--- src/rtl/gyro_calibrate_and_smooth_core_macros.svh ---
// ----------------------------------------------------------------------------
// Assertion macros for the gyro calibrate-and-smooth core
// Clocked property checks that compile away when SYNTH is defined.
// ----------------------------------------------------------------------------
`ifndef GYRO_CALIBRATE_AND_SMOOTH_CORE_MACROS_SVH
`define GYRO_CALIBRATE_AND_SMOOTH_CORE_MACROS_SVH

`ifndef SYNTH
// Check a property on the rising clock edge, off while reset is asserted
`define GCS_ASSERT(lbl, clk, rst_n, prop, msg) \
  lbl: assert property (@(posedge clk) disable iff (!rst_n) prop) else $error(msg);
// Check a property on the rising clock edge, also during reset
`define GCS_ASSERT_ALWAYS(lbl, clk, prop, msg) \
  lbl: assert property (@(posedge clk) prop) else $error(msg);
`else
`define GCS_ASSERT(lbl, clk, rst_n, prop, msg)
`define GCS_ASSERT_ALWAYS(lbl, clk, prop, msg)
`endif

`endif

--- src/rtl/gcs_pkg.sv ---
// ----------------------------------------------------------------------------
// gcs_pkg
// Shared types, codes and defaults for the gyro calibrate-and-smooth core.
// ----------------------------------------------------------------------------
`timescale 1ns / 1ps
`default_nettype none

package gcs_pkg;

  // Fixed field widths
  localparam int WORD_W   = 16;
  localparam int CMD_W    = 2;
  localparam int BAND_W   = 7;
  localparam int NEED_W   = 8;
  localparam int SKIP_W   = 10;
  localparam int CFG_IDX_W = 2;
  localparam int CFG_DAT_W = 10;
  localparam int NUM_AXES = 3;

  // Parameter defaults
  localparam int AVG_SHIFT_DEF = 8;
  localparam int FRAC_BITS_DEF = 8;

  // Command codes (code 3 behaves as a plain sample)
  localparam logic [CMD_W-1:0] CMD_SAMPLE = 2'd0;
  localparam logic [CMD_W-1:0] CMD_START  = 2'd1;
  localparam logic [CMD_W-1:0] CMD_LOAD   = 2'd2;

  // Configuration register indexes
  localparam logic [CFG_IDX_W-1:0] CFG_QUIET_BAND   = 2'd0;
  localparam logic [CFG_IDX_W-1:0] CFG_QUIET_NEEDED = 2'd1;
  localparam logic [CFG_IDX_W-1:0] CFG_SKIP_COUNT   = 2'd2;

  // Configuration reset values
  localparam logic [BAND_W-1:0] QUIET_BAND_RST   = 7'd5;
  localparam logic [NEED_W-1:0] QUIET_NEEDED_RST = 8'd30;
  localparam logic [SKIP_W-1:0] SKIP_COUNT_RST   = 10'd100;

  // Calibration phase
  typedef enum logic [2:0] {
    PH_IDLE   = 3'b001,
    PH_SETTLE = 3'b010,
    PH_SUM    = 3'b100
  } phase_t;

  // Per-word control from the merge stage to every axis lane
  typedef struct packed {
    logic upd;      // word accepted this cycle
    logic start;    // calibration start: clear offset and last filtered value
    logic load;     // load offset from the word
    logic sum_clr;  // clear the running sum
    logic sum_en;   // add this filtered value to the sum
    logic commit;   // write averaged sum as the new offset
  } lane_ctrl_t;

endpackage

`default_nettype wire

--- src/rtl/gcs_lane.sv ---
// ----------------------------------------------------------------------------
// gcs_lane
// One axis: offset removal, first-order low-pass, quiet test and bias sum.
// ----------------------------------------------------------------------------
`timescale 1ns / 1ps
`default_nettype none

module gcs_lane #(
  parameter int AVG_SHIFT = gcs_pkg::AVG_SHIFT_DEF,
  parameter int FRAC_BITS = gcs_pkg::FRAC_BITS_DEF
) (
  input  wire logic                              clk,
  input  wire logic                              rst_n,
  input  wire gcs_pkg::lane_ctrl_t               ctrl,
  input  wire logic signed [gcs_pkg::WORD_W-1:0] word,
  input  wire logic        [gcs_pkg::BAND_W-1:0] quiet_band,
  output logic signed      [gcs_pkg::WORD_W-1:0] filt,
  output logic                                   quiet
);
  import gcs_pkg::*;

  localparam int ACC_W = WORD_W + FRAC_BITS;
  localparam int EXT_W = ACC_W + 2;
  localparam int SUM_W = WORD_W + AVG_SHIFT;
  localparam int DIF_W = WORD_W + 1;

  logic signed [ACC_W-1:0]  acc_r, acc_nxt;
  logic signed [WORD_W-1:0] prev_r, prev_nxt;
  logic signed [WORD_W-1:0] ofs_r, ofs_nxt;
  logic signed [SUM_W-1:0]  sum_r, sum_nxt;

  logic signed [WORD_W-1:0] ofs_eff;
  logic signed [WORD_W-1:0] x;
  logic signed [EXT_W-1:0]  acc_ext;
  logic signed [EXT_W-1:0]  mix;
  logic signed [ACC_W-1:0]  acc_upd;
  logic signed [ACC_W-1:0]  trunc_src;
  logic signed [ACC_W-1:0]  trunc_bias;
  logic signed [WORD_W-1:0] prev_eff;
  logic signed [DIF_W-1:0]  diff;
  logic signed [DIF_W-1:0]  band;
  logic signed [SUM_W-1:0]  sum_base;
  logic signed [SUM_W-1:0]  sum_add;
  logic signed [WORD_W-1:0] ofs_avg;

  // Remove offset, wrapping to word width; a start runs with a cleared offset
  assign ofs_eff = ctrl.start ? '0 : ofs_r;
  assign x       = word - ofs_eff;

  // y = floor((3*y + x*2^F) / 4)
  assign acc_ext = EXT_W'(acc_r);
  assign mix     = (acc_ext <<< 1) + acc_ext + (EXT_W'(x) <<< FRAC_BITS);
  assign acc_upd = ACC_W'(mix >>> 2);

  // Truncate toward zero; a load repeats the held filter value
  assign trunc_src  = ctrl.load ? acc_r : acc_upd;
  assign trunc_bias = {{(ACC_W-FRAC_BITS){1'b0}}, {FRAC_BITS{trunc_src[ACC_W-1]}}};
  assign filt       = WORD_W'((trunc_src + trunc_bias) >>> FRAC_BITS);

  // Quiet when the exact change from the last filtered value is within the band
  assign prev_eff = ctrl.start ? '0 : prev_r;
  assign diff     = DIF_W'(filt) - DIF_W'(prev_eff);
  assign band     = DIF_W'({1'b0, quiet_band});
  assign quiet    = !((diff > band) || (diff < -band));

  // Accumulate the bias sum and average it on commit
  assign sum_base = ctrl.sum_clr ? '0 : sum_r;
  assign sum_add  = sum_base + (ctrl.sum_en ? SUM_W'(filt) : '0);
  assign ofs_avg  = WORD_W'(sum_add >>> AVG_SHIFT);

  // Next state
  always_comb begin
    acc_nxt  = acc_r;
    prev_nxt = prev_r;
    ofs_nxt  = ofs_r;
    sum_nxt  = sum_r;
    if (ctrl.upd) begin
      if (ctrl.load) begin
        ofs_nxt = word;
      end else begin
        acc_nxt  = acc_upd;
        prev_nxt = filt;
        sum_nxt  = sum_add;
        if (ctrl.commit) begin
          ofs_nxt = ofs_avg;
        end else begin
          ofs_nxt = ofs_eff;
        end
      end
    end
  end

  always_ff @(posedge clk) begin
    if (!rst_n) begin
      acc_r  <= '0;
      prev_r <= '0;
      ofs_r  <= '0;
      sum_r  <= '0;
    end else begin
      acc_r  <= acc_nxt;
      prev_r <= prev_nxt;
      ofs_r  <= ofs_nxt;
      sum_r  <= sum_nxt;
    end
  end

endmodule

`default_nettype wire

--- src/rtl/gcs_ctrl.sv ---
// ----------------------------------------------------------------------------
// gcs_ctrl
// Merge stage: combines lane quiet flags and sequences settle and sum phases.
// ----------------------------------------------------------------------------
`timescale 1ns / 1ps
`default_nettype none
`include "gyro_calibrate_and_smooth_core_macros.svh"

module gcs_ctrl #(
  parameter int AVG_SHIFT = gcs_pkg::AVG_SHIFT_DEF
) (
  input  wire logic                                 clk,
  input  wire logic                                 rst_n,
  input  wire logic                                 in_fire,
  input  wire logic [gcs_pkg::CMD_W-1:0]            cmd,
  input  wire logic [gcs_pkg::NUM_AXES-1:0]         lane_quiet,
  input  wire logic [gcs_pkg::NEED_W-1:0]           quiet_needed,
  input  wire logic [gcs_pkg::SKIP_W-1:0]           skip_count,
  output gcs_pkg::lane_ctrl_t                       ctrl,
  output logic                                      calibrating,
  output logic                                      done
);
  import gcs_pkg::*;

  localparam int SCNT_W = ((SKIP_W > AVG_SHIFT) ? SKIP_W : AVG_SHIFT) + 1;

  phase_t              phase_r, phase_nxt, phase_cur;
  logic [NEED_W-1:0]   qcnt_r, qcnt_nxt, qcnt_cur, qcnt_inc;
  logic [SCNT_W-1:0]   scnt_r, scnt_nxt, scnt_cur, scnt_inc;
  logic [NEED_W-1:0]   need;
  logic [SCNT_W-1:0]   skip_ext;
  logic [SCNT_W-1:0]   total;
  logic                is_start;
  logic                is_load;
  logic                all_quiet;
  logic                enter_sum;

  assign is_start  = (cmd == CMD_START);
  assign is_load   = (cmd == CMD_LOAD);
  assign all_quiet = &lane_quiet;
  assign need      = (quiet_needed == '0) ? NEED_W'(1) : quiet_needed;
  assign skip_ext  = SCNT_W'(skip_count);
  assign total     = skip_ext + (SCNT_W'(1) << AVG_SHIFT);

  // A start restarts the sequence and handles this word as the first settle sample
  assign phase_cur = is_start ? PH_SETTLE : phase_r;
  assign qcnt_cur  = is_start ? '0 : qcnt_r;
  assign scnt_cur  = is_start ? '0 : scnt_r;
  assign qcnt_inc  = qcnt_cur + NEED_W'(1);
  assign scnt_inc  = scnt_cur + SCNT_W'(1);

  // Decide the outcome of the word at the input
  always_comb begin
    phase_nxt    = phase_r;
    qcnt_nxt     = qcnt_r;
    scnt_nxt     = scnt_r;
    ctrl.upd     = in_fire;
    ctrl.start   = in_fire && is_start;
    ctrl.load    = in_fire && is_load;
    ctrl.sum_clr = 1'b0;
    ctrl.sum_en  = 1'b0;
    ctrl.commit  = 1'b0;
    calibrating  = 1'b0;
    done         = 1'b0;
    enter_sum    = 1'b0;
    if (is_load) begin
      phase_nxt = PH_IDLE;
    end else begin
      phase_nxt    = phase_cur;
      qcnt_nxt     = qcnt_cur;
      scnt_nxt     = scnt_cur;
      ctrl.sum_clr = is_start;
      unique case (phase_cur)
        PH_SETTLE: begin
          calibrating = 1'b1;
          if (all_quiet) begin
            qcnt_nxt = qcnt_inc;
            if (qcnt_inc >= need) begin
              enter_sum    = 1'b1;
              phase_nxt    = PH_SUM;
              scnt_nxt     = '0;
              ctrl.sum_clr = 1'b1;
            end
          end
        end
        PH_SUM: begin
          calibrating = 1'b1;
          ctrl.sum_en = (scnt_cur >= skip_ext);
          scnt_nxt    = scnt_inc;
          if (scnt_inc >= total) begin
            ctrl.commit = 1'b1;
            phase_nxt   = PH_IDLE;
            calibrating = 1'b0;
            done        = 1'b1;
          end
        end
        default: begin
          phase_nxt = phase_cur;
        end
      endcase
    end
  end

  // Advance only on an accepted word
  always_ff @(posedge clk) begin
    if (!rst_n) begin
      phase_r <= PH_IDLE;
      qcnt_r  <= '0;
      scnt_r  <= '0;
    end else if (in_fire) begin
      phase_r <= phase_nxt;
      qcnt_r  <= qcnt_nxt;
      scnt_r  <= scnt_nxt;
    end
  end

  `GCS_ASSERT(a_commit_in_sum, clk, rst_n, ctrl.commit |-> phase_r == PH_SUM, "early commit")
  `GCS_ASSERT(a_load_idles, clk, rst_n, ctrl.load |=> phase_r == PH_IDLE, "load not idle")
  `GCS_ASSERT(a_sum_ph, clk, rst_n, in_fire && enter_sum |=> phase_r == PH_SUM, "no sum phase")
  `GCS_ASSERT(a_sum_cnt, clk, rst_n, in_fire && enter_sum |=> scnt_r == '0, "stale count")

endmodule

`default_nettype wire

--- src/rtl/gyro_calibrate_and_smooth_core.sv ---
// ----------------------------------------------------------------------------
// gyro_calibrate_and_smooth_core
// Three-axis gyro offset removal, low-pass smoothing and bias calibration.
// ----------------------------------------------------------------------------
// Takes one three-axis gyro word per clock while in_stall is low and returns
// one filtered word for each axis in the cycle after acceptance, through an
// output register; with no stall downstream the block sustains one word per
// cycle. The rate is set by the per-axis filter update (offset subtract,
// 3*y + x add, truncation and quiet compare), which is combinational in each
// of three parallel lanes, and a merge stage that combines the lane quiet
// flags and runs the calibration sequence. in_stall rises only while a result
// waits at the output under out_stall. Configuration writes are always ready
// and must be issued only while the block holds no pending word.
`timescale 1ns / 1ps
`default_nettype none
`include "gyro_calibrate_and_smooth_core_macros.svh"

module gyro_calibrate_and_smooth_core #(
  parameter int AVG_SHIFT = gcs_pkg::AVG_SHIFT_DEF,
  parameter int FRAC_BITS = gcs_pkg::FRAC_BITS_DEF
) (
  input  wire logic                                 clk,
  input  wire logic                                 rst_n,
  // Input channel
  input  wire logic                                 in_valid,
  output logic                                      in_stall,
  input  wire logic        [gcs_pkg::CMD_W-1:0]     in_command,
  input  wire logic signed [gcs_pkg::WORD_W-1:0]    in_gyro_x_word,
  input  wire logic signed [gcs_pkg::WORD_W-1:0]    in_gyro_y_word,
  input  wire logic signed [gcs_pkg::WORD_W-1:0]    in_gyro_z_word,
  // Result channel
  output logic                                      out_valid,
  input  wire logic                                 out_stall,
  output logic signed      [gcs_pkg::WORD_W-1:0]    out_filtered_x,
  output logic signed      [gcs_pkg::WORD_W-1:0]    out_filtered_y,
  output logic signed      [gcs_pkg::WORD_W-1:0]    out_filtered_z,
  output logic                                      out_calibrating,
  output logic                                      out_calibration_done,
  // Configuration write channel
  input  wire logic                                 cfg_valid,
  output logic                                      cfg_ready,
  input  wire logic        [gcs_pkg::CFG_IDX_W-1:0] cfg_index,
  input  wire logic        [gcs_pkg::CFG_DAT_W-1:0] cfg_data
);
  import gcs_pkg::*;

  logic [BAND_W-1:0] quiet_band_r;
  logic [NEED_W-1:0] quiet_needed_r;
  logic [SKIP_W-1:0] skip_count_r;

  logic                     in_fire;
  lane_ctrl_t               ctrl;
  logic [NUM_AXES-1:0]      lane_quiet;
  logic signed [WORD_W-1:0] lane_word [NUM_AXES];
  logic signed [WORD_W-1:0] lane_filt [NUM_AXES];
  logic                     calibrating;
  logic                     done;

  logic                     out_valid_r, out_valid_nxt;
  logic signed [WORD_W-1:0] out_x_r, out_y_r, out_z_r;
  logic                     out_cal_r, out_done_r;

  // Accept whenever the output register is free or being drained
  assign in_stall = out_valid_r && out_stall;
  assign in_fire  = in_valid && !in_stall;

  // Configuration registers
  assign cfg_ready = 1'b1;

  always_ff @(posedge clk) begin
    if (!rst_n) begin
      quiet_band_r   <= QUIET_BAND_RST;
      quiet_needed_r <= QUIET_NEEDED_RST;
      skip_count_r   <= SKIP_COUNT_RST;
    end else if (cfg_valid && cfg_ready) begin
      unique case (cfg_index)
        CFG_QUIET_BAND:   quiet_band_r   <= cfg_data[BAND_W-1:0];
        CFG_QUIET_NEEDED: quiet_needed_r <= cfg_data[NEED_W-1:0];
        CFG_SKIP_COUNT:   skip_count_r   <= cfg_data[SKIP_W-1:0];
        default: begin
          quiet_band_r <= quiet_band_r;
        end
      endcase
    end
  end

  // Axis lanes
  assign lane_word[0] = in_gyro_x_word;
  assign lane_word[1] = in_gyro_y_word;
  assign lane_word[2] = in_gyro_z_word;

  for (genvar a = 0; a < NUM_AXES; a++) begin : g_lane
    gcs_lane #(
      .AVG_SHIFT (AVG_SHIFT),
      .FRAC_BITS (FRAC_BITS)
    ) u_lane (
      .clk        (clk),
      .rst_n      (rst_n),
      .ctrl       (ctrl),
      .word       (lane_word[a]),
      .quiet_band (quiet_band_r),
      .filt       (lane_filt[a]),
      .quiet      (lane_quiet[a])
    );
  end

  // Merge lane results and sequence calibration
  gcs_ctrl #(
    .AVG_SHIFT (AVG_SHIFT)
  ) u_ctrl (
    .clk          (clk),
    .rst_n        (rst_n),
    .in_fire      (in_fire),
    .cmd          (in_command),
    .lane_quiet   (lane_quiet),
    .quiet_needed (quiet_needed_r),
    .skip_count   (skip_count_r),
    .ctrl         (ctrl),
    .calibrating  (calibrating),
    .done         (done)
  );

  // Output register: load on accept, drop once taken
  always_comb begin
    out_valid_nxt = out_valid_r;
    if (in_fire) begin
      out_valid_nxt = 1'b1;
    end else if (!out_stall) begin
      out_valid_nxt = 1'b0;
    end
  end

  always_ff @(posedge clk) begin
    if (!rst_n) begin
      out_valid_r <= 1'b0;
    end else begin
      out_valid_r <= out_valid_nxt;
    end
  end

  always_ff @(posedge clk) begin
    if (in_fire) begin
      out_x_r    <= lane_filt[0];
      out_y_r    <= lane_filt[1];
      out_z_r    <= lane_filt[2];
      out_cal_r  <= calibrating;
      out_done_r <= done;
    end
  end

  assign out_valid            = out_valid_r;
  assign out_filtered_x       = out_x_r;
  assign out_filtered_y       = out_y_r;
  assign out_filtered_z       = out_z_r;
  assign out_calibrating      = out_cal_r;
  assign out_calibration_done = out_done_r;

  `GCS_ASSERT(a_no_overwrite, clk, rst_n, out_valid_r && out_stall |-> !in_fire, "overwrite")
  `GCS_ASSERT(a_done_cal, clk, rst_n, out_valid_r |-> !(out_done_r && out_cal_r), "done with cal")
  `GCS_ASSERT(a_out_hold, clk, rst_n, out_valid_r && out_stall |=> out_valid_r, "word dropped")

endmodule

`default_nettype wire
--- config.mk ---
export PLATFORM = sky130hd
export DESIGN_NAME = gyro_calibrate_and_smooth_core
export DESIGN_NICKNAME = d
export VERILOG_FILES = /design/src/rtl/gcs_pkg.sv /design/src/rtl/gcs_lane.sv /design/src/rtl/gcs_ctrl.sv /design/src/rtl/gyro_calibrate_and_smooth_core.sv
export VERILOG_INCLUDE_DIRS = /design/src /design/src/rtl
export SDC_FILE = /design/constraint.sdc
export NUM_CORES = 1
export LEC_CHECK = 0
export BUFFER_PORTS_ARGS = -buffer_cell sky130_fd_sc_hd__buf_2
export CORE_ASPECT_RATIO = 0.5
export CORE_MARGIN = 1.5
export CORE_UTILIZATION = 29
export CTS_BUF_LIST = sky130_fd_sc_hd__clkbuf_2 sky130_fd_sc_hd__clkbuf_4 sky130_fd_sc_hd__clkbuf_8
export CTS_CLUSTER_SIZE = 10
export DETAILED_ROUTE_END_ITERATION = 12
export PLACE_DENSITY = 0.44
export SYNTH_ARGS = -nofsm -noshare
export SYNTH_HDL_FRONTEND = slang
export SYNTH_SLANG_ARGS = --single-unit
--- constraint.sdc ---
create_clock -name clk -period 31.6 [get_ports clk]
set_input_delay 6.32 -clock clk [delete_from_list [all_inputs] [get_ports clk]]
set_output_delay 6.32 -clock clk [all_outputs]
set_load 0.01 [all_outputs]
==> impl_metrics.tcl <==
set metrics [dict create \
    clk_pin_slew_ns 0.07 \
    post-route-drc-count 0 \
    fin_crit_ns 25.10 \
    synth_seq_cells 338 \
    insertion_delay_ns 0.76 \
    cp-start-kind "input port" \
    worstPathArrival_ns 25.69 \
    grt_remaining_overflow 0 \
    hold_viol 0 \
    post-cts-setup-buffer-count 0 \
    fin_hold_ws_ns 0.449 \
    numPortBuffers 118 \
    die_w_um 462 \
    cts_max_path_buffers 3 \
    grt_pass1_vias 26693 \
    synth_edf_count 50 \
    r2r-end "g_lane[0].u_lane.ofs_r[14]" \
    grt_use_total_pct 18.9 \
    wl_per_cell_um 18.5 \
    r2r-start "out_valid" \
    cts_tree "built" \
    worstMarginPinSlew_ns 1.22 \
    max_stage_delay_ns 0.58 \
    start_util_pct 29.5 \
    skew_ns 0.0638 \
    worst-path-max-fanout 60 \
    ys_warn_count 0 \
    via_count 27560 \
    antenna_found_initial 6 \
    status "finished, final reports clean" \
    htreeDepth 3 \
    totalWireLength_um 101000 \
    cp-end-kind "flip-flop" \
    crit_top_cell "a21oi_1" \
    seq_area_frac_synth_pct 23.8 \
    fmax_ghz 0.0398 \
    hold_class "flip-flop to flip-flop" \
    numCtsBuffers 67 \
    rows 83 \
    tns_ns 0 \
    postCtsHoldBufs 0 \
    place_hpwl_um 75800 \
    core_um2 103000 \
    ys.flop_type "dfxtp_1" \
    drive_above_1_share_pct 8.37 \
    routed_via_density 5.03 \
    maxCapViolations 0 \
    crit_start "out_stall" \
    rsz0062_at_grt "false" \
    avgSynthCellArea_um2 7.70 \
    detail-route-antenna-nets 0 \
    finalCritPeriodShare_pct 79.4 \
    areaGrowthSynthToFinish_pct 11.5 \
    regToRegSetupSlack_ns 11.83 \
    clkSinkCount 338 \
    synth_cell_types 97 \
    gp_congestion 0.835 \
    dr.pass1.iters 5 \
    slew_violations 0 \
    postCtsResizedCells 0 \
    final_nets 4515 \
    io_pins 120 \
    clock-root-buffer "clkbuf_8" \
    synthCells 3960 \
    grt_pass1_wl_um 157000 \
    grt_max_degree 84 \
    slew_headroom_pct 17.7 \
    drt_iter0_drc 1621 \
    die_area_um2 107000 \
    syn-cell-area_um2 30500 \
    r2r_cells 90 \
    path_class "input port to flip-flop" \
    crit_slowest_cell "a2111oi_2" \
    synth_nets 4446 \
    ys_async_sr_fraction_pct 0 \
    endpoint "g_lane[0].u_lane.ofs_r[14]" \
    critPathRequiredTime_ns 32.19 \
    fp.dieH_um 232 \
    setup_violations 0 \
]
cells in the mapped netlist, types with 14 or more instances:
library cell	n	share of area, %
ha_1	359	15
clkbuf_1	132	1.6
a21o_1	71	1.7
dfxtp_1	288	19
o21a_1	52	1.3
nand4_1	20	0.41
buf_1	16	0.20
xnor2_1	159	4.6
o21ai_0	158	2.6
o21bai_1	33	0.81
a21boi_0	19	0.47
a31oi_1	22	0.45
nor3_1	79	1.3
o22ai_1	14	0.29
o31ai_1	14	0.34
xor2_1	92	2.6
a21oi_1	383	6.3
nor4_1	14	0.29
and3_1	26	0.53
mux2i_1	30	0.98
fa_1	60	3.9
o211ai_1	64	1.6
nor2_1	348	4.3
nor2b_1	54	1.1
or3_1	28	0.57
and2_1	125	2.6
nand2b_1	59	1.2
nand2_1	563	6.9
a211oi_1	42	1.0
inv_1	303	3.7
nand3_1	70	1.1
edfxtp_1	50	4.9
area by class of cell:
| cell class | instances | area, um2 |
|---|---|---|
| multi-input cells | 3161 | 21500 |
| inverters | 305 | 1150 |
| clock buffers | 105 | 1300 |
| fillers | 11099 | 69400 |
| diodes | 5 | 12.5 |
| repair buffers | 156 | 876 |
| well taps | 1402 | 1750 |
| clock inverters | 10 | 115 |
| flip-flops and latches | 338 | 7270 |
worst min path at each step:
stage,from,to,slack [ns],cells past startpoint
after global routing,g_lane[2].u_lane.sum_r[14],g_lane[2].u_lane.sum_r[14],0.46,2
after detailed placement,g_lane[1].u_lane.sum_r[6],g_lane[1].u_lane.sum_r[6],0.44,2
after global placement,g_lane[0].u_lane.sum_r[3],g_lane[0].u_lane.sum_r[3],0.43,2
after floorplan,g_lane[0].u_lane.sum_r[3],g_lane[0].u_lane.sum_r[3],0.43,2
final,g_lane[2].u_lane.sum_r[7],g_lane[2].u_lane.sum_r[7],0.45,2
after CTS,g_lane[0].u_lane.sum_r[6],g_lane[0].u_lane.sum_r[6],0.45,2
sequential cells by signal, indices dropped and copies added (netlist names):
signal and cells:
g_lane.u_lane.sum_r 72, out_filtered_z 16, g_lane.u_lane.prev_r 48, u_ctrl.scnt_r 11, u_ctrl.qcnt_r 8, out_valid 1, out_calibrating 1, quiet_band_r 7
u_ctrl.phase_r 3, quiet_needed_r 8, g_lane.u_lane.ofs_r 48, out_filtered_x 16, out_filtered_y 16, out_calibration_done 1, g_lane.u_lane.acc_r 72, skip_count_r 10
metal layers:
layer / up-vias / wire length, um / GRT usage, %
met2: 438 / 44700 / 30.0
met3: 112 / 3630 / 2.27
met1: 13118 / 51100 / 26.8
li1: 13890 / - / -
met4: 2 / 1980 / 5.12
met5: - / 13 / 0
through the flow:
step	std cells	cell area, um2	worst slack (ns)	utilization [%]
2_1_floorplan	3960	30500	9.30	-
3_3_place_gp	5362	32600	6.23	31.5
3_5_place_dp	5362	32600	5.87	31.5
4_1_cts	5477	34000	6.62	32.9
5_1_grt	5481	34000	4.64	32.9
6_report	5482	34000	6.50	32.9
layout by cell type, fill, tap and decap left out, drive strengths merged, types with 9 or more instances in the layout:
master,synthesis,routed
nand2,564,564
a21oi,385,385
ha,359,359
nor2,350,350
inv,304,307
dfxtp,288,288
o21ai,165,165
xnor2,159,159
buf,24,156
and2,125,125
clkbuf,132,105
xor2,92,92
nor3,81,81
a21o,71,71
nand3,70,70
o211ai,64,64
fa,60,60
nand2b,60,60
nor2b,54,54
o21a,53,53
edfxtp,50,50
a211oi,43,43
o21bai,33,33
mux2i,30,30
or3,29,29
and3,26,26
a31oi,23,23
nand4,20,20
a21boi,19,19
nor4,16,16
o31ai,15,15
o22ai,14,14
a2111oi,13,13
a211o,11,11
mux2,10,10
a22oi,10,10
a31o,9,9
or2,9,9
critical path: cells and delay by family:
family / cells / cell delay [ns]
multiplexers: 2 / 0.49
adder cells (fa/ha/maj): 10 / 3.33
AO/OA/AOI/OAI: 47 / 9.66
buffers and inverters: 7 / 1.00
XOR/XNOR: 4 / 0.92
AND/OR/NAND/NOR: 21 / 3.80
cells by family (layout without fill, tap and decap cells):
family                     after synthesis  count (layout)  synth area share, %
adders and majority gates              420             420                 18.7
and+or+nand+nor                       1443            1443                 21.9
xor gates and xnor gates               253             253                 7.36
DFF                                    338             338                 23.8
other                                    1               6               0.0123
buffers and inverters                  461             576                 5.78
AOI/OAI and AO/OA                     1004            1004                 21.0
muxes                                   40              40                 1.35
Power is not shown: default switching activity piles up to over one toggle a cycle in this logic, so the estimate is an artifact.
